`src/sv/uv_sphere_vertex_generator_top_macros.svh`:
```
// assertion macros for the uv sphere vertex generator
`ifndef UV_SPHERE_VERTEX_GENERATOR_TOP_MACROS_SVH
`define UV_SPHERE_VERTEX_GENERATOR_TOP_MACROS_SVH

// clocked assertion with explicit clock and active-low reset
`define SVSG_ASSERT_CR(lbl, clk, rstn, prop, msg) \
  lbl: assert property (@(posedge clk) disable iff (!rstn) prop) else $error(msg);

// same on the block clock and reset
`define SVSG_ASSERT(lbl, prop, msg) `SVSG_ASSERT_CR(lbl, clk_i, rst_ni, prop, msg)

`endif

```
`src/sv/svsg_pkg.sv`:
```
// shared types, constants and tables of the uv sphere vertex generator
`timescale 1ns / 1ps
package svsg_pkg;

  localparam int unsigned SUB_W              = 8;
  localparam int unsigned MAX_SUBDIVISIONS_D = 255;
  localparam int unsigned CORDIC_STEPS_D     = 16;
  localparam int unsigned DIV_STEPS          = 33;
  localparam int unsigned TDATA_W            = 200;
  localparam int unsigned ADDR_W             = 5;

  localparam logic [2:0] REG_RADIUS = 3'd0;
  localparam logic [2:0] REG_CX     = 3'd1;
  localparam logic [2:0] REG_CY     = 3'd2;
  localparam logic [2:0] REG_CZ     = 3'd3;
  localparam logic [2:0] REG_SUBDIV = 3'd4;

  localparam logic [30:0] RADIUS_RST = 31'd65536;
  localparam logic [7:0]  SUBDIV_RST = 8'd16;

  localparam logic signed [32:0] GAIN_Q30 = 33'sd652032874;

  // result word bit positions
  localparam int unsigned POS_QV  = 192;
  localparam int unsigned POS_OOR = 193;

  typedef struct packed {
    logic [7:0] ring;
    logic [7:0] seg;
    logic       oor;
    logic       qv;
  } tag_t;

  typedef struct packed {
    logic [8:0]  rp;
    logic [8:0]  ra;
    logic [31:0] qp;
    logic [31:0] qa;
  } div_t;

  typedef struct packed {
    logic signed [32:0] x;
    logic signed [32:0] y;
    logic signed [32:0] z;
    logic               flip;
  } rot_t;

  // arctangent of 2^-k in turn units (2^32 per turn)
  function automatic logic [29:0] atan_turn(input int unsigned k);
    logic [29:0] v;
    case (k)
      0:  v = 30'd536870912;
      1:  v = 30'd316933406;
      2:  v = 30'd167458907;
      3:  v = 30'd85004756;
      4:  v = 30'd42667331;
      5:  v = 30'd21354465;
      6:  v = 30'd10680862;
      7:  v = 30'd5340245;
      8:  v = 30'd2670163;
      9:  v = 30'd1335087;
      10: v = 30'd667544;
      11: v = 30'd333772;
      12: v = 30'd166886;
      13: v = 30'd83443;
      14: v = 30'd41722;
      15: v = 30'd20861;
      16: v = 30'd10430;
      17: v = 30'd5215;
      18: v = 30'd2608;
      19: v = 30'd1304;
      20: v = 30'd652;
      21: v = 30'd326;
      22: v = 30'd163;
      23: v = 30'd81;
      default: v = 30'd0;
    endcase
    return v;
  endfunction

endpackage

```
`src/sv/svsg_div_cell.sv`:
```
// one restoring division step for the polar and azimuth angles
`timescale 1ns / 1ps
module svsg_div_cell #(
  parameter int unsigned BIT_POS = 32
) (
  input  logic               clk_i,
  input  logic               rst_ni,
  input  logic               en_i,
  input  logic               valid_i,
  input  svsg_pkg::tag_t     tag_i,
  input  svsg_pkg::div_t     div_i,
  input  logic [7:0]         n_i,
  output logic               valid_o,
  output svsg_pkg::tag_t     tag_o,
  output svsg_pkg::div_t     div_o
);
  import svsg_pkg::*;

  logic       bp, ba;
  logic [9:0] dv, tp, ta, sp, sa;
  logic       gp, ga;
  logic       valid_q;
  tag_t       tag_q;
  div_t       div_q, div_d;

  // numerator bits: polar is j*2^32 + n, azimuth is i*2^33 + n
  if (BIT_POS == 32) begin : g_top
    assign bp = tag_i.ring[0];
    assign ba = 1'b0;
  end else if (BIT_POS < SUB_W) begin : g_low
    assign bp = n_i[BIT_POS];
    assign ba = n_i[BIT_POS];
  end else begin : g_mid
    assign bp = 1'b0;
    assign ba = 1'b0;
  end

  assign dv = {1'b0, n_i, 1'b0};
  assign tp = {div_i.rp, bp};
  assign ta = {div_i.ra, ba};
  assign gp = (tp >= dv);
  assign ga = (ta >= dv);
  assign sp = tp - dv;
  assign sa = ta - dv;

  always_comb begin
    div_d.rp = gp ? sp[8:0] : tp[8:0];
    div_d.ra = ga ? sa[8:0] : ta[8:0];
    div_d.qp = {div_i.qp[30:0], gp};
    div_d.qa = {div_i.qa[30:0], ga};
  end

  always_ff @(posedge clk_i or negedge rst_ni) begin
    if (!rst_ni) begin
      valid_q <= 1'b0;
    end else if (en_i) begin
      valid_q <= valid_i;
    end
  end

  always_ff @(posedge clk_i) begin
    if (en_i) begin
      tag_q <= tag_i;
      div_q <= div_d;
    end
  end

  assign valid_o = valid_q;
  assign tag_o   = tag_q;
  assign div_o   = div_q;
endmodule

```
`config.mk`:
```
export PLATFORM = sky130hd
export DESIGN_NAME = svsg_div_cell
export DESIGN_NICKNAME = d
export VERILOG_FILES = /design/src/sv/uv_sphere_vertex_generator_top_macros.svh /design/src/sv/svsg_pkg.sv /design/src/sv/svsg_div_cell.sv
export SDC_FILE = /design/constraint.sdc
export NUM_CORES = 1
export LEC_CHECK = 0
export BUFFER_PORTS_ARGS = -buffer_cell sky130_fd_sc_hd__buf_2
export CORE_ASPECT_RATIO = 1.75
export CORE_MARGIN = 2
export CORE_UTILIZATION = 35
export CTS_BUF_LIST = sky130_fd_sc_hd__clkbuf_16
export DETAILED_ROUTE_END_ITERATION = 6
export HOLD_SLACK_MARGIN = 0.12
export SLEW_MARGIN = 10
export SYNTH_ARGS = -nofsm -noshare
export SYNTH_HDL_FRONTEND = slang
export SYNTH_SLANG_ARGS = --single-unit
```
`constraint.sdc`:
```
create_clock -name clk_i -period 0.9 [get_ports clk_i]
set_input_delay 0.09 -clock clk_i [delete_from_list [all_inputs] [get_ports clk_i]]
set_output_delay 0.09 -clock clk_i [all_outputs]
set_load 0.01 [all_outputs]
```
## Word level (Yosys, flattened, before mapping)

Index checks and enable logic that the tools add are counted.

- Memory bits (read-only): 0
- Word-level logic and storage cells: 16
- Flip-flop bits (word level): 101
- Bits in latches: 0
- Memories: 0
- Output and inout port bits: 101
- Bits in writable memories: 0
- Input port bits: 112

- Multipliers: 0
- $lt $le $gt $ge: 2
- $add $sub $neg: 2
- Equal/unequal tests: 0
- Shift operators: 0
- Reductions and logical operators: 0
- Muxes and demuxes: 2
- Div/mod/pow operators: 0
- Bitwise logic cells: 0

Operator list:

| kind | count |
|---|---|
| >= comparator 10 x 9 -> 1 bit | 2 |
| 2-to-1 mux 9 bit | 2 |
| subtractor 9 bit | 2 |

## Longest topological paths before layout

Gate-level depths: netlist of run 1.

- Depth after elaboration: 2
- Depth in mapped cells: 9
- Mapped depth without buffers: 8

## Worst setup path before layout of run 1

OpenSTA, ideal clock, no wires.

- Kind: input to register
- Start: input port n_i[6]
- End: register div_q (netlist bit div_o[67]) (data pin)
- Required time: 638 ps
- Arrival time: 1633 ps
- Buffers on the path: 1
- Setup time: 262 ps
- Cell stages on the path: 7
- Setup slack: -996 ps
- Cell sequence: inv_1 > ha_1 > a21o_1 > a2111oi_2 > o21a_1 > buf_4 > mux2_1

RTL lines:

| what | RTL line | RTL |
|---|---|---|
| start: declaration | svsg_div_cell.sv:12 | `input logic [7:0] n_i,` |
| end signal: assignment | svsg_div_cell.sv:64 | `div_q <= div_d;` |
| end: declaration | svsg_div_cell.sv:24 | `div_t div_q, div_d;` |

==> impl_metrics.tcl, run 1 <==
set metrics [dict create \
    status "complete, but fails checks" \
    failed_checks "setup timing" \
    antenna_left 0 \
    required_ns 0.98 \
    finalCritPeriodShare_pct 178 \
    netlist_instances 225 \
    dp_slack_ns -1.13 \
    min_period_ns 1.60 \
    regArea_sq_um 2970 \
    slew_viol_final 0 \
    antenna_found_initial 0 \
    yosys_warnings 0 \
    synth-edff-count 98 \
    drive_gt1_share_pct 56.5 \
    tns_ns -14.59 \
    finClkSkew_ns 0 \
    gr-total-overflow 0 \
    synth_nets 355 \
    die-area_sq_um 12400 \
    cts_root_buf "clkbuf_16" \
    vdd_ir_drop_max_v 0.00153 \
    cts_hold_buffers 83 \
    critPathLaunchType "input port" \
    fmax_ghz 0.624 \
    final_cell_count_no_fill 718 \
    synth_area_sq_um 4030 \
    placed_cell_area_sq_um 5760 \
    grt_first_pass_wirelength_um 17000 \
    grt.total_usage_pct 17.8 \
    final_nets 711 \
    fillers 842 \
    rsz0062_at_grt "yes" \
    num_antenna_cells 0 \
    multi_input_area_sq_um 1140 \
    postRouteWirelength_um 11300 \
    dp_cells 616 \
    synth_top_area_cell "edfxtp_1" \
    synthTopCellsByCount "edfxtp_1 (98), ha_1 (16), inv_1 (15), nor2_1 (8)" \
    start_util_pct 36.1 \
    insertion_delay_ns 0.33 \
    gp_congestion 0.801 \
    numCtsBuffers 9 \
    clkTransAtPathRegs_ns 0.07 \
    ioPinCount 213 \
    setup_slack_ns -0.703 \
    cp-end-kind "flop" \
    yosysMostFrequentCell "edfxtp_1" \
    hold_depth 2 \
    final_core_util_pct 62.7 \
    hold_ws_ns 0.107 \
    async_reset_ff_share_pct 1.01 \
    dp_hpwl_um 8380 \
    fp.dieW_um 85.2 \
    syn_area_per_cell_sq_um 17.9 \
    ys_seq_elements 99 \
    grt_max_degree 35 \
    fp.dieH_um 146 \
    drtIter0Drc 93 \
    seq_area_frac_synth_pct 73.6 \
    synth.area.top_cells "edfxtp_1 (73%), ha_1 (5.0%), mux2_4 (2.2%)" \
    drc_errors 0 \
    crit_path_max_fanout 8 \
    cts_sinks 99 \
    grt_pass1_vias 3452 \
    vias 3252 \
    powerDensity_nw_per_um2 1670 \
    viasPerCell 4.53 \
    power_mw 11.7 \
    finalHoldViolations 0 \
    dr.pass1.iters 4 \
    rr_worst_depth 1 \
    max-cap-violations 0 \
    htreeDepth 3 \
    synth_top_area_share_pct 73.0 \
    io_buffers 209 \
    synthDistinctLibCells 41 \
    detail_route.wl_per_cell_um 15.8 \
    final_cell_area_sq_um 7000 \
    core-area_sq_um 11200 \
    cellLeakagePower_nw 3.09 \
    fp-row-count 51 \
    min_path_type "in2reg" \
    area_growth_pct 73.6 \
    setup_viol 118 \
    cp.arrival_ns 1.69 \
    synthFlopType "edfxtp_1" \
    path_class "in2reg" \
    cts_buffer_depth 2 \
    cts_tree "yes" \
]
[path summary, 6_finish.rpt]
kind / slack, ns / start / end
min reg2reg: 0.51 / valid_o$_DFFE_PN0P_ / valid_o$_DFFE_PN0P_
max reg2reg: 0.16 / valid_o$_DFFE_PN0P_ / valid_o$_DFFE_PN0P_
max: -0.70 / n_i[6] / div_o[80]$_DFFE_PP_
min in group asynchronous: 0.64 / rst_ni / valid_o$_DFFE_PN0P_
min: 0.11 / div_i[78] / div_o[79]$_DFFE_PP_
max in group asynchronous: 0.15 / rst_ni / valid_o$_DFFE_PN0P_
[report_power, final]
group,switching [mW],internal (mW),total (mW)
Combinational,1.15,1.46,2.60
Sequential,0.103,5.56,5.66
Clock,1.56,1.87,3.43
Total,2.81,8.88,11.7
[cell usage in the layout, fill, tap and decap left out, types with 3 or more instances in the layout]
master,n
nand2b_1,4
buf_6,7
mux2i_1,4
buf_12,4
buf_2,204
clkbuf_16,9
inv_1,8
a21oi_1,4
buf_4,51
ha_1,6
xnor2_1,6
dlygate4sd3_1,83
mux2_4,12
nor3_1,5
edfxtp_1,98
nor2_1,6
o21ai_0,3
ha_4,8
a311o_1,3
o21a_1,3
a21o_1,4
inv_2,8
[final cells by class]
type,instances,area share [%]
Clock buffer,9,3.22
Clock inverter,7,0.661
Inverter,15,0.858
Multi-Input combinational cell,107,16.3
Sequential cell,99,42.4
Tap cell,132,2.36
Timing Repair Buffer,349,34.2
[cells by family (layout without fill, tap and decap cells)]
family / after synthesis / after routing / share of synthesized area, %
buffers and inverters: 19 / 380 / 2.08
adders and majority gates: 18 / 18 / 5.96
xor gates and xnor gates: 6 / 6 / 1.30
and+or+nand+nor: 34 / 34 / 4.71
DFF: 99 / 99 / 73.6
AOI/OAI and AO/OA: 31 / 31 / 7.10
other: 1 / 1 / 0.0930
muxes: 17 / 17 / 5.18
[registers in the layout, indices dropped and copies added (netlist names)]
name and count:
tag_o 18, div_o 80, valid_o 1
[worst max-delay path: stages]
cell        delay, ns
buf_6            0.07
clkinvlp_4       0.12
ha_4             0.26
a21o_4           0.23
a2111oi_4        0.34
o21ai_4          0.11
buf_12           0.16
mux2_4           0.29
[layer usage]
metal / global-route usage (%) / routed length [um]
met5: 0 / 0
met1: 16.7 / 3660
met2: 36.2 / 6770
met3: 3.11 / 637
met4: 7.06 / 262
[what timing repair did]
item,4_1_cts,5_1_grt
resized for setup,19,4
gates cloned,0,0
endpoints found under the setup margin,118,118
buffers inserted,3,0
endpoints found under the hold margin,88,5
pin swaps,10,1
No activity file was read; power rests on OpenSTA's default activity.
==> run 2, diff against run 1 <==
CELL_PAD_IN_SITES_DETAIL_PLACEMENT = 1   (was not set)
CELL_PAD_IN_SITES_GLOBAL_PLACEMENT = 1   (was not set)
PLACE_DENSITY_LB_ADDON = 0.1   (was not set)
SETUP_SLACK_MARGIN = 0.3   (was not set)
==> run 2 against run 1 <==
  * The flow finishes with violations (hold timing, setup timing)
  * Wire length up 8.9%
  * Final area down 9.8%
  * Critical endpoint is now div_o[81]$_DFFE_PP_
  * Via count down 6.0%
  * Register-to-register slack about the same
  * First-iteration DRC count down 5.4%
  * Combinational power down 7.7%
  * Core utilization down 6.1 points
  * Clock power up 10%
==> impl_metrics.tcl, run 2 (same netlist as run 1, synthesis figures left out) <==
set metrics [dict create \
    tns_ns -16.65 \
    switching_share_pct 24.3 \
    crit_start "n_i[6]" \
    setup_viol 118 \
    fmax_ghz 0.609 \
    required_ns 0.99 \
    grt_max_degree 21 \
    vias 3058 \
    drive_gt1_share_pct 65.7 \
    critPathLaunchType "input port" \
    dr.pass1.iters 4 \
    antenna_found_initial 1 \
    cp-end-kind "flop" \
    gr-total-overflow 0 \
    power_mw 11.8 \
    finalCritPeriodShare_pct 182 \
    area_growth_pct 56.6 \
    slowest_delay_ns 0.34 \
    antenna_left 0 \
    p_int_mw 8.96 \
    ioPinCount 213 \
    cpMostUsedCell "buf_6" \
    clkTransAtPathRegs_ns 0.07 \
    fp.dieW_um 85.2 \
    final_cell_mix "buf_2 (206), edfxtp_1 (98), buf_4 (56), mux2_4 (12)" \
    power.share.sequential_pct 47.9 \
    rsz0062_at_grt "yes" \
    slew_viol_final 0 \
    crit_slowest_cell "a2111oi_4" \
    min_path_type "in2reg" \
    postRouteWirelength_um 12300 \
    fp.dieH_um 146 \
    core-area_sq_um 11200 \
    path_cells "buf_6 -> clkinvlp_4 -> buf_6 -> ha_4 -> a21o_4 -> a2111oi_4 -> o21ai_4 -> mux2_4" \
    path_class "in2reg" \
    gp_congestion 0.788 \
    grt.total_usage_pct 19.8 \
    setup_slack_ns -0.742 \
    grt_pass1_vias 3231 \
    finClkSkew_ns 0 \
    rr_worst_depth 1 \
    io_buffers 209 \
    detail_route.wl_per_cell_um 19.1 \
    numCtsBuffers 9 \
    fp-row-count 51 \
    vdd_ir_drop_max_v 0.00122 \
    cellLeakagePower_nw 2.83 \
    cts_sinks 99 \
    max-cap-violations 0 \
    failed_checks "hold timing, setup timing" \
    cp.arrival_ns 1.73 \
    crit_family "compound AO/OA/AOI/OAI gates" \
    hold_ws_ns -0.0777 \
    switchingPower_mw 2.88 \
    power_frac_clock_pct 31.9 \
    combPwrFrac_pct 20.2 \
    dp_hpwl_um 10200 \
    final_nets 638 \
    drc_errors 0 \
    die-area_sq_um 12400 \
    largest_register_ffs 80 \
    dp_cells 622 \
    dp_slack_ns -1.19 \
    status "complete, but fails checks" \
    viasPerCell 4.73 \
    grt_first_pass_wirelength_um 18300 \
    r2r_start "valid_o$_DFFE_PN0P_" \
    worstSetupEndpoint "div_o[81]$_DFFE_PP_" \
    drtIter0Drc 88 \
    r2r_setup_slack_ns 0.15 \
    cts_tree "yes" \
    htreeDepth 3 \
    cts_root_buf "clkbuf_16" \
    insertion_delay_ns 0.34 \
    powerDensity_nw_per_um2 1870 \
    fillers 1155 \
    final_cell_count_no_fill 646 \
    cts_buffer_depth 2 \
    cp_num_cells 8 \
    finalHoldViolations 80 \
    min_period_ns 1.64 \
    cts_hold_buffers 1 \
    rr_endpoint "valid_o$_DFFE_PN0P_" \
    critical_path_buf_inv_count 3 \
    crit_path_max_fanout 8 \
    layout_commonest_cell "buf_2" \
    start_util_pct 36.1 \
]
## run 2: repair_timing
| action | CTS | global route |
|---|---|---|
| endpoints found under the setup margin | 119 | 119 |
| pin swaps | 7 | 4 |
| endpoints found under the hold margin | 87 | 87 |
| resized for setup | 6 | 17 |
| setup buffers | 6 | 0 |
## run 2: cell type report
class                   count  area (sq um)  area share, %
repair buffers            276          1660           26.3
diodes                      1          2.50         0.0396
flip-flops and latches     99          2970           47.0
clock inverters             7          66.3           1.05
inverters                  15          60.1          0.950
multi-input cells         107          1170           18.5
well taps                 132           165           2.61
clock buffers               9           225           3.56
## run 2: through the flow
stage                     instance area [sq um]  utilization [%]
after global placement                     5840             52.3
after global routing                       6320             56.6
after detailed placement                   5840             52.3
final                                      6320             56.6
after CTS                                  6210             55.6
after floorplan                            4150                -
## run 2: layer usage
| metal | vias up | wire [um] | track usage [%] | share of wire (%) |
|---|---|---|---|---|
| li1 | 1442 | - | - | - |
| met1 | 1465 | 4240 | 20.8 | 34 |
| met2 | 139 | 7060 | 37.1 | 57 |
| met3 | 12 | 821 | 4.86 | 6.7 |
| met4 | 0 | 212 | 7.22 | 1.7 |
| met5 | - | 0 | 0 | 0 |
## run 2: worst min-delay path by stage
stage	startpoint	endpoint	slack [ns]	depth (start not counted)
after floorplan	rst_ni	valid_o$_DFFE_PN0P_	-0.21	0
after global placement	rst_ni	valid_o$_DFFE_PN0P_	-0.14	1
after detailed placement	rst_ni	valid_o$_DFFE_PN0P_	-0.13	1
after CTS	tag_i[2]	tag_o[2]$_DFFE_PP_	-0.09	1
after global routing	div_i[35]	div_o[36]$_DFFE_PP_	-0.1	1
final	tag_i[2]	tag_o[2]$_DFFE_PP_	-0.08	1
## run 2: power groups by stage
| stage | clock network (mW) | logic [mW] | registers (mW) |
|---|---|---|---|
| 5_1_grt | 4.06 | 2.59 | 5.70 |
| 3_5_place_dp | 0 | 2.29 | 5.77 |
| 4_1_cts | 3.90 | 2.35 | 5.67 |
| 2_1_floorplan | 0 | 0.784 | 6.01 |
| 3_3_place_gp | 0 | 2.22 | 5.74 |
| 6_report | 3.78 | 2.40 | 5.67 |
