File: config.mk
export PLATFORM = sky130hd
export DESIGN_NAME = svsg_cordic_cell
export DESIGN_NICKNAME = d
export VERILOG_FILES = /design/src/sv/uv_sphere_vertex_generator_top_macros.svh /design/src/sv/svsg_pkg.sv /design/src/sv/svsg_cordic_cell.sv
export SDC_FILE = /design/constraint.sdc
export NUM_CORES = 1
export LEC_CHECK = 0
export BUFFER_PORTS_ARGS = -buffer_cell sky130_fd_sc_hd__buf_2
export CELL_PAD_IN_SITES_DETAIL_PLACEMENT = 0
export CELL_PAD_IN_SITES_GLOBAL_PLACEMENT = 1
export CORE_MARGIN = 8
export CORE_UTILIZATION = 44
export DETAILED_ROUTE_END_ITERATION = 16
export HOLD_SLACK_MARGIN = 0.08
export PLACE_DENSITY = 0.85
export SYNTH_ARGS = -nofsm -noshare
export SYNTH_HDL_FRONTEND = slang
export SYNTH_SLANG_ARGS = --single-unit
File: constraint.sdc
create_clock -name clk_i -period 2.3 [get_ports clk_i]
set_clock_uncertainty 0.05 [all_clocks]
set_input_delay 0.23 -clock clk_i [delete_from_list [all_inputs] [get_ports clk_i]]
set_output_delay 0.23 -clock clk_i [all_outputs]
set_load 0.02 [all_outputs]
File: src/sv/uv_sphere_vertex_generator_top_macros.svh
// assertion macros for the uv sphere vertex generator
`ifndef UV_SPHERE_VERTEX_GENERATOR_TOP_MACROS_SVH
`define UV_SPHERE_VERTEX_GENERATOR_TOP_MACROS_SVH

// clocked assertion with explicit clock and active-low reset
`define SVSG_ASSERT_CR(lbl, clk, rstn, prop, msg) \
  lbl: assert property (@(posedge clk) disable iff (!rstn) prop) else $error(msg);

// same on the block clock and reset
`define SVSG_ASSERT(lbl, prop, msg) `SVSG_ASSERT_CR(lbl, clk_i, rst_ni, prop, msg)

`endif

File: src/sv/svsg_pkg.sv
// shared types, constants and tables of the uv sphere vertex generator
`timescale 1ns / 1ps
package svsg_pkg;

  localparam int unsigned SUB_W              = 8;
  localparam int unsigned MAX_SUBDIVISIONS_D = 255;
  localparam int unsigned CORDIC_STEPS_D     = 16;
  localparam int unsigned DIV_STEPS          = 33;
  localparam int unsigned TDATA_W            = 200;
  localparam int unsigned ADDR_W             = 5;

  localparam logic [2:0] REG_RADIUS = 3'd0;
  localparam logic [2:0] REG_CX     = 3'd1;
  localparam logic [2:0] REG_CY     = 3'd2;
  localparam logic [2:0] REG_CZ     = 3'd3;
  localparam logic [2:0] REG_SUBDIV = 3'd4;

  localparam logic [30:0] RADIUS_RST = 31'd65536;
  localparam logic [7:0]  SUBDIV_RST = 8'd16;

  localparam logic signed [32:0] GAIN_Q30 = 33'sd652032874;

  // result word bit positions
  localparam int unsigned POS_QV  = 192;
  localparam int unsigned POS_OOR = 193;

  typedef struct packed {
    logic [7:0] ring;
    logic [7:0] seg;
    logic       oor;
    logic       qv;
  } tag_t;

  typedef struct packed {
    logic [8:0]  rp;
    logic [8:0]  ra;
    logic [31:0] qp;
    logic [31:0] qa;
  } div_t;

  typedef struct packed {
    logic signed [32:0] x;
    logic signed [32:0] y;
    logic signed [32:0] z;
    logic               flip;
  } rot_t;

  // arctangent of 2^-k in turn units (2^32 per turn)
  function automatic logic [29:0] atan_turn(input int unsigned k);
    logic [29:0] v;
    case (k)
      0:  v = 30'd536870912;
      1:  v = 30'd316933406;
      2:  v = 30'd167458907;
      3:  v = 30'd85004756;
      4:  v = 30'd42667331;
      5:  v = 30'd21354465;
      6:  v = 30'd10680862;
      7:  v = 30'd5340245;
      8:  v = 30'd2670163;
      9:  v = 30'd1335087;
      10: v = 30'd667544;
      11: v = 30'd333772;
      12: v = 30'd166886;
      13: v = 30'd83443;
      14: v = 30'd41722;
      15: v = 30'd20861;
      16: v = 30'd10430;
      17: v = 30'd5215;
      18: v = 30'd2608;
      19: v = 30'd1304;
      20: v = 30'd652;
      21: v = 30'd326;
      22: v = 30'd163;
      23: v = 30'd81;
      default: v = 30'd0;
    endcase
    return v;
  endfunction

endpackage

File: src/sv/svsg_cordic_cell.sv
// one cordic rotation step on both angles
`timescale 1ns / 1ps
module svsg_cordic_cell #(
  parameter int unsigned K = 0
) (
  input  logic           clk_i,
  input  logic           rst_ni,
  input  logic           en_i,
  input  logic           valid_i,
  input  svsg_pkg::tag_t tag_i,
  input  svsg_pkg::rot_t p_i,
  input  svsg_pkg::rot_t a_i,
  output logic           valid_o,
  output svsg_pkg::tag_t tag_o,
  output svsg_pkg::rot_t p_o,
  output svsg_pkg::rot_t a_o
);
  import svsg_pkg::*;

  logic valid_q;
  tag_t tag_q;
  rot_t p_q, a_q;

  function automatic rot_t rot_step(input rot_t r);
    rot_t               o;
    logic signed [32:0] dx, dy, at;
    dx = r.y >>> K;
    dy = r.x >>> K;
    at = 33'(atan_turn(K));
    o  = r;
    if (!r.z[32]) begin
      o.x = r.x - dx;
      o.y = r.y + dy;
      o.z = r.z - at;
    end else begin
      o.x = r.x + dx;
      o.y = r.y - dy;
      o.z = r.z + at;
    end
    return o;
  endfunction

  always_ff @(posedge clk_i or negedge rst_ni) begin
    if (!rst_ni) begin
      valid_q <= 1'b0;
    end else if (en_i) begin
      valid_q <= valid_i;
    end
  end

  always_ff @(posedge clk_i) begin
    if (en_i) begin
      tag_q <= tag_i;
      p_q   <= rot_step(p_i);
      a_q   <= rot_step(a_i);
    end
  end

  assign valid_o = valid_q;
  assign tag_o   = tag_q;
  assign p_o     = p_q;
  assign a_o     = a_q;
endmodule

[Yosys cells after proc, flatten, opt, wreduce, memory -nomap -nowiden]
Index checks and enable logic that the tools add are counted.
Storage, ports and cells
  output and inout port bits: 219
  word-level logic and storage cells: 25
  register bits after elaboration: 219
  input bits: 222
Operators by class
  add/subtract/negate cells: 10
  multiplexer cells: 2
Operators with widths (count)
  99-bit 2-to-1 mux: 2
  33-bit subtractor: 4
  33-bit by 31-bit adder with 33-bit output (second input constant): 2
  33-bit adder: 2
  33-bit by 31-bit subtractor with 33-bit output (second input constant): 2

[Depth between registers and ports, before layout]
Gate-level depths: netlist of run 1.
  word-level depth: 2
  mapped depth: 13
  mapped depth without buffers: 12

[Worst setup path before layout of run 1]
Ideal clock, no wire load.
  path type: input to register
  start: input port a_i[34] (netlist bit)
  end: register a_q (netlist bit a_o[99]), data pin
  cell stages on the path: 11
  slack: -586 ps
  setup time: 265 ps
  arrival time: 2571 ps
  path buffers: 0
  cells stage by stage: ha_1 -> fa_1 -> nor2b_1 -> nor3_1 -> o21ai_1 -> a311oi_1 -> o31ai_2 -> a31oi_1 -> o211a_1 -> o21ai_0 -> xor2_1
Between the ends
  cells in the longest elaborated chain, start to end: 2
Ends and longest elaborated chain
  start, declared: line svsg_cordic_cell.sv:12  | input svsg_pkg::rot_t a_i,
  33-bit subtractor / 33-bit adder (equally long branches): line svsg_cordic_cell.sv:32, svsg_cordic_cell.sv:36
  99-bit 2-to-1 mux (*): line svsg_cordic_cell.sv:31  | if (!r.z[32]) begin
  end signal, assigned: line svsg_cordic_cell.sv:55  | a_q <= rot_step(a_i);
  end, declared: line svsg_cordic_cell.sv:22  | rot_t p_q, a_q;
Mark *: on every way between the ends. The rest lies on a longest branch, timed or not.
A chain may end at the register's enable or synchronous reset.

[Final worst setup path of run 1]
  start: input port p_i[76] (netlist bit)
  end: register p_q (netlist bit p_o[97]), data pin
Between the ends
  cells in the longest elaborated chain, start to end: 2
Ends and longest elaborated chain
  start, declared: line svsg_cordic_cell.sv:11  | input svsg_pkg::rot_t p_i,
  33-bit subtractor / 33-bit adder (equally long branches): line svsg_cordic_cell.sv:32, svsg_cordic_cell.sv:36
  99-bit 2-to-1 mux (*): line svsg_cordic_cell.sv:31
  end signal, assigned: line svsg_cordic_cell.sv:54  | p_q <= rot_step(p_i);
  end, declared: line svsg_cordic_cell.sv:22
Marks and branches as above.

==> reports/qor.txt, run 1 <==
Wire per inst: 21.60 µm
Final Util: 0.7457
Vias in the first global route: 20000
Largest net degree at the start of global routing: 75
Final count of hold timing violations: 0
Cell count after synthesis: 1945
Synth Net Count: 2371
DR DRC count: 0
Post-synthesis sequential area ratio: 0.3655
Post-synth top cells: 216 x edfxtp_1, 198 x a21oi_1, 198 x inv_1
Hold path start: en_i
Post-DP Area: 25650 µm²
Critical path's slowest cell: nor4b_4
Vias per inst: 5.506
Slew HR: 0.6196
Placer congestion estimate: 0.9697
Full die area: 47180 µm²
Worst IR drop on VDD: 535.4 µV
Failing checks: negative setup slack
Core area: 39820 µm²
R2R cell count: 1
R2r setup slk: 1.49 ns
Max Clock Freq: 0.3997 GHz
Largest family of logic cells by synthesized area: compound AO/OA/AOI/OAI gates
I/O pin count: 441
FILL cells: 2851
Detailed-placement wirelength estimate: 58920 µm
Synthesized cell area: 17810 µm²
TNS Setup: -1.758 ns
Final net count: 3494
Unrepaired setup endpoints after global routing: true
Critical path class: in2reg
Nature of the critical path endpoint: flip-flop
Power Dens Cells: 559.3 nW/µm²
CTS Buf Count: 24
Count of different cell masters after synthesis: 86
Initial core utilization: 0.4473
Max Cap Viol: 0
Status: complete, but fails checks
Yosys top cell area share: 0.3641
Tcrit/Tclk final: 1.088
Fin crit period: 2.502 ns
Total Power: 16.61 mW
Final setup violation count: 21
Number of clock sinks: 217
Clock latency at the later pin of the worst-skew pair: 0.56 ns
Post-route ant nets: 0
Area grow syn2layout: 66.70%
Root Buffer Master: clkbuf_16
Count leader, synth: edfxtp_1
First-pass GRT wire length: 114400 µm
Compound-Gate Fraction of Synth Area: 0.2211
# rows: 73
Hold slack: 0.09208 ns
Clock Path Buffers: 3
Top FF cell, synth: edfxtp_1
Worst reg2reg endpoint: valid_o
Synth area leaders: edfxtp_1 36%, ha_1 14%, a21oi_1 5.6%, xnor2_1 5.0%, inv_1 4.2%
Routed WL: 78070 µm
Chip width: 217.2 µm
CP Cell Sequence: buf_2 -> ha_4 -> inv_2 -> a2111oi_4 -> nor4b_4 -> o31ai_2 -> a21boi_2 -> o31ai_2 -> a221o_1 -> a2111o_1 -> o311ai_2
Crit-path max cell delay: 0.41 ns
Chip height: 217.2 µm
Min-Delay Path Depth: 1
Dpl ws: -0.9423 ns
Tightest Hold Check Type: in2reg
Final WS setup: -0.2021 ns
CP Data Required Time: 2.62 ns
Non-Filler Instances: 3615
Crit-path most repeated cell: o31ai_2
Leakage: 13.51 nW
Placed Cells: 3404
CTS H-tree lvls: 1
Post-Synth XOR/XNOR Area: 0.06146
Number of flops mapped to enable cells by yosys: 216
Grt ovf: 0
WHS Endpoint: a_o[47]
Synth Register Bits: 217
Adder-Cell Fraction of Synth Area: 0.1466
Post-synthesis mux area share: 0.01636
Drt pass-1 iters: 5
Final instance area: 29700 µm²
Async SR Flop Fraction: 0.004608
1st-iter DRT viols: 1901
Fraction of the mapped netlist area in simple logic gates: 0.1252
Syn Area/Cell: 9.159 µm²
Critical R2R Launch: valid_o
Vias: 19910
CP max FO: 5
Worst slew pin tran: 0.5705 ns
Slew Limit Fails: 0
Worst-path clk slew: 0.06 ns
Crit path launch type: input pin
Total track usage: 0.3048
TritonCTS clock tree: built
Worst EP arrival: 2.83 ns
Port buffer count: 440
Antenna violations before repair: 9
Synth area leader: edfxtp_1
Synth warnings: 0
Fraction of layout cells with a size suffix above 1: 0.4767
-- critical path, delay by kind of cell --
kind	cells	cell delay [ns]
fa+ha+maj	1	0.31
compound gates	7	1.68
simple gates	1	0.41
buf+inv	2	0.19
-- flip-flops by register name (all words and copies together), names as in the netlist --
signal and cells:
a_o 99, p_o 99, tag_o 18, valid_o 1
-- cells by family (layout without fill, tap and decap cells) --
logic type,after synthesis,count (layout)
compound gates,612,612
xor+xnor,125,125
fa+ha+maj,204,204
buf+inv,295,1434
flops,217,217
mux,29,29
other cells,0,6
simple gates,463,463
-- power by group --
group | internal [mW] | total (mW) | switching [mW]
Combinational | 3.34 | 7.49 | 4.14
Sequential | 5.06 | 5.27 | 0.210
Clock | 2.15 | 3.85 | 1.69
Total | 10.6 | 16.6 | 6.05
-- cells in the final DEF, fill, tap and decap left out, types with 26 or more instances in the layout --
cell type / n
a21o_1: 45
a21oi_1: 146
a21oi_2: 38
buf_2: 411
buf_4: 609
buf_6: 50
dlygate4sd3_1: 90
edfxtp_1: 216
ha_1: 146
ha_4: 41
inv_1: 168
mux2i_1: 26
nand2_1: 90
nor2_1: 148
nor3_1: 27
o21ai_0: 99
o21bai_1: 27
xnor2_1: 99
-- layout make-up --
type,instances,area [µm²],share of cell area
clock inverter,14,145.1,0.004887
multi-input combinational,1433,12290,0.4140
antenna,6,15.01,0.0005056
sequential,217,6511,0.2193
tap,525,656.9,0.02212
timing repair buffer,1190,8608,0.2899
inverter,202,850.8,0.02865
clock buffer,28,615.6,0.02073
-- worst max-delay path by stage --
stage                  from      end  slack, ns
finish              p_i[76]  p_o[97]      -0.20
global route        p_i[34]  p_o[97]      -0.26
CTS                 p_i[34]  p_o[97]      -0.14
detailed placement  a_i[67]  a_o[89]      -0.94
global placement    a_i[67]  a_o[89]      -0.94
floorplan           p_i[47]  p_o[66]      -0.32
-- layer usage --
layer / share of wire / GRT usage / vias up
li1: - / - / 9233
met1: 0.39 / 0.3752 / 9541
met2: 0.48 / 0.5102 / 927
met3: 0.088 / 0.07254 / 198
met4: 0.043 / 0.1211 / 6
met5: 0.00051 / 0 / -
-- what timing repair did --
action,CTS,global route
hold buffers,90,0
pin swaps,91,143
endpoints found under the hold margin,91,0
gates resized for setup,164,234
setup buffers,40,40
setup endpoints to repair,48,65
(Power assumes the default switching activity.)
==> run 2: changes to the inputs <==
- ABC_AREA: not set -> 1
- CORE_UTILIZATION: 44 -> 43
- PLACE_DENSITY: 0.85 -> 0.9
==> reports/qor.txt, run 2 <==
Final net count: 4682
Hold slack: 0.1285 ns
CTS H-tree lvls: 1
Synth area leaders: edfxtp_1 30%, nand2_1 22%, inv_1 12%, ha_1 11%, nand3_1 7.3%
Worst-path clk slew: 0.06 ns
I/O pin count: 441
CTS Buf Count: 26
Count of different cell masters after synthesis: 34
Max Cap Viol: 0
Critical path origin: a_i[34]
Placer congestion estimate: 0.9767
Crit-path max cell delay: 0.43 ns
Post-synthesis sequential area ratio: 0.2963
Async SR Flop Fraction: 0.004608
Cell count after synthesis: 3454
Area grow syn2layout: 31.77%
Leakage: 16.43 nW
Most common cell after layout, fill and taps aside: nand2_1
Total Power: 16.03 mW
Antenna violations before repair: 12
Vias: 24310
Switch share: 0.3815
Wire per inst: 17.13 µm
Dpl ws: -0.1238 ns
R2R cell count: 1
Register area: 6511 µm²
Max Clock Freq: 0.5162 GHz
Post-route ant nets: 0
Post-DP Area: 27130 µm²
Crit path to: a_o[87]
Port buffer count: 440
Post-synth top cells: 1303 x nand2_1, 690 x inv_1, 322 x nand3_1
Postcts setup bufs: 0
R2r setup slk: 1.49 ns
FILL cells: 5057
Full die area: 58600 µm²
Post-cts sizing count: 0
Worst reg2reg endpoint: valid_o
Most frequent cells in the layout: 1303 x nand2_1, 690 x inv_1, 439 x buf_2
# rows: 83
Total track usage: 0.2783
Unrepaired setup endpoints after global routing: false
Vias in the first global route: 22900
CP Data Required Time: 2.56 ns
Number of flops mapped to enable cells by yosys: 216
Crit-path most repeated cell: nand2_1
Crit path launch type: input pin
Critical R2R Launch: valid_o
Final setup violation count: 0
Tcrit/Tclk final: 0.8422
Drt pass-1 iters: 5
Fin crit period: 1.937 ns
Slew HR: 0.6183
Critical path class: in2reg
Synth warnings: 0
Final WS setup: 0.3629 ns
Top FF cell, synth: edfxtp_1
Switch Pwr: 6.116 mW
Nature of the critical path endpoint: flip-flop
Power Dens Cells: 553.5 nW/µm²
Core area: 50890 µm²
Synth Net Count: 3880
Count leader, synth: nand2_1
Tightest Hold Check Type: in2reg
Slew Limit Fails: 0
Area of the multi-input gates: 12390 µm²
Power share of the combinational group: 0.403
Worst IR drop on VDD: 420.3 µV
DR DRC count: 0
Synth Register Bits: 217
Chip width: 242.1 µm
Yosys top cell area share: 0.2951
Sequential share of power: 0.321
Chip height: 242.1 µm
Worst EP arrival: 2.20 ns
Worst slew pin tran: 0.5726 ns
Critical path's slowest cell: fa_1
CP Cell Sequence: buf_2 -> ha_1 -> fa_1 -> nand2_1 -> nand2_1 -> nand2_1 -> inv_1 -> nand2_1 -> nand3_1 -> nand3_1 -> nand3_1 -> nand3_1 -> nand2_1
CP max FO: 3
Status: complete, no violations
Routed WL: 85040 µm
Detailed-placement wirelength estimate: 69860 µm
Clock Path Buffers: 3
Number of clock sinks: 217
First-pass GRT wire length: 129600 µm
Initial core utilization: 0.4319
Synth area leader: edfxtp_1
Vias per inst: 4.897
Synthesized cell area: 21980 µm²
Final instance area: 28960 µm²
1st-iter DRT viols: 2044
Clock latency at the later pin of the worst-skew pair: 0.56 ns
Grt ovf: 0
TritonCTS clock tree: built
Final count of hold timing violations: 0
Share of total power in the clock network: 0.276
Fraction of layout cells with a size suffix above 1: 0.1982
Post-CTS Hold Fix Bufs: 90
Internal: 9.913 mW
Root Buffer Master: clkbuf_16
Syn Area/Cell: 6.363 µm²
Largest net degree at the start of global routing: 60
run 2: changes by cell type after synthesis, moves of 26 or more:
| cell | before | now |
|---|---|---|
| nand2_1 | 104 | 1303 |
| inv_1 | 198 | 690 |
| nand3_1 | 26 | 322 |
| xnor2_1 | 101 | 0 |
| nor2_1 | 155 | 222 |
| o21ai_0 | 137 | 71 |
| a21oi_1 | 198 | 147 |
| a21o_1 | 45 | 4 |
| clkbuf_1 | 63 | 26 |
| mux2i_1 | 28 | 0 |
| nor2b_1 | 28 | 0 |
| xor2_1 | 24 | 50 |
run 2: kinds of logic (layout without fill, tap and decap cells):
| family | count (synthesis) | in the layout | share of synthesized area |
|---|---|---|---|
| buf+inv | 784 | 1604 | 0.1402 |
| flops | 217 | 217 | 0.2963 |
| mux | 1 | 1 | 0.0005123 |
| other cells | 0 | 11 | 0 |
| xor+xnor | 50 | 50 | 0.01992 |
| compound gates | 276 | 276 | 0.06820 |
| simple gates | 1922 | 1922 | 0.3561 |
| fa+ha+maj | 204 | 204 | 0.1189 |
run 2: layer usage:
metal  part of all wire  global-route usage
met3              0.084             0.04806
met2               0.45              0.4548
met5            0.00013                   0
met4              0.035             0.09950
met1               0.43              0.3673
run 2: layout make-up:
type	count	area share
inverters	696	0.09021
multi-input cells	2453	0.4277
clock buffers	27	0.02333
diodes	11	0.0009504
repair buffers	862	0.1957
clock inverters	19	0.007906
flip-flops and latches	217	0.2248
well taps	680	0.02938
run 2: worst min-delay path by stage:
stage          endpoint  cells past startpoint     from  slack (ns)
2_1_floorplan   valid_o                      0   rst_ni       -0.12
5_1_grt         a_o[66]                      5  a_i[66]        0.15
3_3_place_gp    valid_o                      1   rst_ni       -0.01
3_5_place_dp    valid_o                      1   rst_ni       -0.02
4_1_cts         a_o[99]                      5  a_i[66]        0.11
6_report        a_o[99]                      5  a_i[66]        0.13
run 2: power groups by stage:
stage          clock [mW]  sequential, mW  combinational (mW)
3_5_place_dp            0            5.21                6.22
2_1_floorplan           0            5.77                2.97
4_1_cts              4.47            5.13                6.38
5_1_grt              4.64            5.18                7.09
6_report             4.42            5.15                6.46
3_3_place_gp            0            5.20                6.18
run 2: worst max-delay path: cells and delay by family:
family        cells  cell delay, ns
simple gates      9            1.13
fa+ha+maj         2            0.67
buf+inv           2            0.17
run 2: metrics by stage:
stage / cells / TNS [ns] / utilization
floorplan: 3454 / 0 / -
global placement: 4818 / -1.326 / 0.5331
detailed placement: 4818 / -2.462 / 0.5331
CTS: 4954 / 0 / 0.5686
global route: 4965 / 0 / 0.5691
finish: 4965 / 0 / 0.5691
